### src/rtl/core/css_ram.sv
// Generic single-port RAM with registered read data.
// No dependencies.
`default_nettype none
module css_ram #(
  parameter int WIDTH = 8,
  parameter int DEPTH = 16,
  parameter int AW    = (DEPTH > 1) ? $clog2(DEPTH) : 1
) (
  input  wire logic             clk,
  input  wire logic             we,
  input  wire logic [AW-1:0]    addr,
  input  wire logic [WIDTH-1:0] wdata,
  output logic      [WIDTH-1:0] rdata
);

  logic [WIDTH-1:0] mem [DEPTH];

  // Write and read one address per cycle
  always_ff @(posedge clk) begin
    if (we) begin
      mem[addr] <= wdata;
    end
    rdata <= mem[addr];
  end

endmodule
`default_nettype wire

### config.mk
export PLATFORM = sky130hd
export DESIGN_NAME = css_ram
export DESIGN_NICKNAME = d
export VERILOG_FILES = /design/src/rtl/core/css_ram.sv
export SDC_FILE = /design/constraint.sdc
export NUM_CORES = 1
export LEC_CHECK = 0
export BUFFER_PORTS_ARGS = -buffer_cell sky130_fd_sc_hd__buf_2
export CAP_MARGIN = 40
export CORE_UTILIZATION = 47
export DETAILED_ROUTE_END_ITERATION = 12
export GPL_TIMING_DRIVEN = 0
export PLACE_DENSITY_LB_ADDON = 0.1
export SLEW_MARGIN = 15
export SYNTH_ARGS = -nofsm -noshare
export SYNTH_HDL_FRONTEND = slang
export SYNTH_SLANG_ARGS = --single-unit
### constraint.sdc
create_clock -name clk -period 2.4 [get_ports clk]
set_clock_uncertainty 0.1 [all_clocks]
set_input_delay 0.24 -clock clk [delete_from_list [all_inputs] [get_ports clk]]
set_output_delay 0.24 -clock clk [all_outputs]
set_load 0.01 [all_outputs]
; ---- Word-level counts from Yosys, hierarchy flattened
; Memory sizes are Yosys's and may differ from the RTL's. A register that Yosys moved wholly into a read port is not among the register bits.
; Cells that the tools add are included.
[op_classes]
n_mux = 2
[op_table]
columns = op, count
row1 = 1-bit two-way mux, 2
[totals]
n_memories = 1
out_inout_bits = 8
elab_cells = 3
register_bits = 0
ramBits = 128
inputBits = 14
[mem_list]
columns = name, depth, width, rd, rd_clocked_by_memory_dff, wr, line_no
row1 = mem, 16, 8, 1, 1, 1, 16  ; logic [WIDTH-1:0] mem [DEPTH];

; ---- Depth between registers and ports, before layout
[logic_depth]
ltp_word = 2
mapped_depth = 5
mapped_depth_nobuf = 3

; ---- Least setup slack after synthesis
; Ideal clock, no wire load.
[synth_timing]
path_type = in2reg
startpoint = input port addr[2]
endpoint = memory mem[0][0] (enable)
t_required_ns = 1.917
setup_ns = 0.383
arrival_ns = 1.350
n_path_buf = 0
setup_slack_ns = 0.567
path_stages = 2
cell_sequence = or3b_2 -> nor3_1
[synth_lines]
columns = element, line_no
row1 = from (decl), 11  ; input wire logic [AW-1:0] addr,
row2 = to (decl), 16
; No word-level cell before the write port.

; ---- Worst setup path in the final report
[layout_timing]
startpoint = input port addr[1]
endpoint = memory mem[2][4] (enable)
; No word-level cell before the write port.

==> out/qor.csv <==
stage,metric,value,unit
sta,drv_slew,0,
cts,numCtsBuffers,17,
synth,synthCells,230,
cts,h-tree-depth,4,
worst_setup_path,crit_type,input pin to register,
synth,synthesis.nets,244,
finish,area_growth,18.52,%
cts,clock_tree.root_cell,clkbuf_8,
detailed_routing,vias,2353,
worst_setup_path,cp.arrival,1.92,ns
cts,cts.sink_count,136,
cts,cts_setup_buffers,0,
synth,ys_ff_latch,136,
synth,yosys.cell_types.count,18,
power_and_ir_drop,powerDensity,955.2,nW/um^2
detailed_routing,drt-total-wl,9453,um
sta,rsz0062_at_grt,false,
cts,cts_resized,0,
sta,setup_viol,0,
cts,clk-insertion-delay-late,0.51,ns
global_route,grt_first_pass_wirelength,14260,um
cts,cts_tree,done,
worst_setup_path,critPathMaxFanout,10,
run_status,status,finished clean,
sta,hold_viol,0,
sta,min_period_over_period,78.18,%
sta,fin_worst_hold_slack,0.03095,ns
sta,max_clock_freq,532.9,MHz
worst_setup_path,worst_setup_path_start_kind,input pin,
detailed_routing,post_drt_wl_per_cell,22.67,um
cts,postCtsHoldBufs,0,
synth,syn-cell-area,5067,um^2
sta,min_period,1.876,ns
sta,tightest_slew,0.8002,ns
floorplanning,start_util,48.87,%
floorplanning,die_x,105.8,um
placement,place_congestion,0.7250,
floorplanning,core.rowCount,37,
floorplanning,dieArea,11200,um^2
finish,nets,282,
worst_setup_path,cp_slowest_cell,nor2_1,
detailed_routing,first_pass_iters,4,
finish,n_antenna_cell,0,
worst_setup_path,required,2.44,ns
power_and_ir_drop,irDropWorstVdd,0.4180,mV
finish,final.fill_count,782,
cts,cts.path.max_buffers,2,
detailed_routing,drtIter0Drc,170,
worst_setup_path,crit_chain,"buf_2, buf_1, nand2b_1, nor2_1",
floorplanning,die_y,105.8,um
sta,worst_slew_margin_rel,46.46,%
synth,synth.avg_cell_area,22.03,um^2
finish,layout_commonest_cell,edfxtp_1,
global_route,grt_pass1_vias,2358,
global_route,antenna_found_initial,0,
finish,layout_common_cells,"edfxtp_1, mux4_2, buf_2, a22oi_1, clkbuf_16",
synth,yosysSeqAreaShare,79.01,%
worst_setup_path,endpoint_kind,register,
hold_path,holdCritPathClass,input pin to register,
placement,port_buffers,19,
cts,clk_pin_slew,0.06,ns
flow_run,maxCapViolCount,0,
detailed_routing,drc_errors,0,
synth,yosys_warnings,0,
worst_setup_path,slowest_delay,0.67,ns
global_route,grt_usage,18.91,%
finish,post_route_cells_drive_above_1_share,32.74,%
floorplanning,core,10370,um^2
global_route,grt_max_degree,17,
placement,dp_hpwl,5895,um
worst_setup_path,cp_num_buf_inv,2,
floorplanning,io_pins,22,
worst_setup_path,cp_top_family,simple AND/OR/NAND/NOR gates,
power_and_ir_drop,p_leak,1.964,nW
detailed_routing,viasPerCell,5.643,
global_route,overflow,0,
detailed_routing,ant_nets,0,
sta,fin_setup_tns,0,ns
registers in the layout (all words and copies together), names as in the netlist:
register  cells
mem         128
rdata         8
routing by layer:
layer	vias to the layer above	GRT usage (%)	routed length, um
li1	1042	-	-
met1	1210	28.39	4367
met2	81	26.42	4211
met3	20	3.958	593
met4	0	9.226	280
met5	-	0	0
Yosys cell counts, drive strengths merged:
library cell	count	area share (%)
and2	1	0.12
dfxtp	8	3.2
nor2b	2	0.25
a22oi	16	2.4
clkbuf	3	0.25
nand3b	2	0.30
nor2	13	0.96
nand3	1	0.099
buf	8	0.94
edfxtp	128	76
nor3	4	0.40
or3b	1	0.17
nand2b	2	0.25
nand2	9	0.67
mux4	32	14
cell families after synthesis:
kind of cell           after synthesis  share of synthesized area [%]
muxes                               32                          14.22
AOI/OAI and AO/OA                   16                          2.370
and+or+nand+nor                     35                          3.210
DFF                                136                          79.01
buffers and inverters               11                          1.185
metrics by stage:
stage	worst slack (ns)	utilization [%]	cell area, um^2	instances	power, mW
floorplan	0.5670	-	5067	230	2.861
global placement	-0.09662	51.42	5333	385	2.967
detailed placement	-0.04520	51.62	5353	385	2.975
CTS	0.4860	57.92	6006	417	5.770
global route	0.3867	57.92	6006	417	5.891
finish	0.5236	57.92	6006	417	5.737
worst paths after layout:
path                        start                  end  slack [ns]  cells after the start
max                       addr[1]  mem[2][4]$_DFFE_PP_        0.52                      4
max reg2reg  mem[11][5]$_DFFE_PP_     rdata[5]$_DFF_P_        0.90                      3
min                      wdata[5]  mem[6][5]$_DFFE_PP_        0.03                      1
min reg2reg  mem[10][6]$_DFFE_PP_     rdata[6]$_DFF_P_        0.59                      3
area by class of cell:
class	count	area [um^2]	area share, %
plain buffers	11	60.06	1.000
clock buffers	21	459.2	7.646
clock inverters	11	193.9	3.229
multi-input cells	83	1023	17.04
flip-flops and latches	136	4004	66.67
well taps	136	170.2	2.833
repair buffers	19	95.09	1.583
power breakdown:
part / internal [mW] / switching, mW
sequential: 2.66 / 0.0117
combinational: 0.101 / 0.154
clock: 1.88 / 0.938
(Power assumes the default switching activity.)
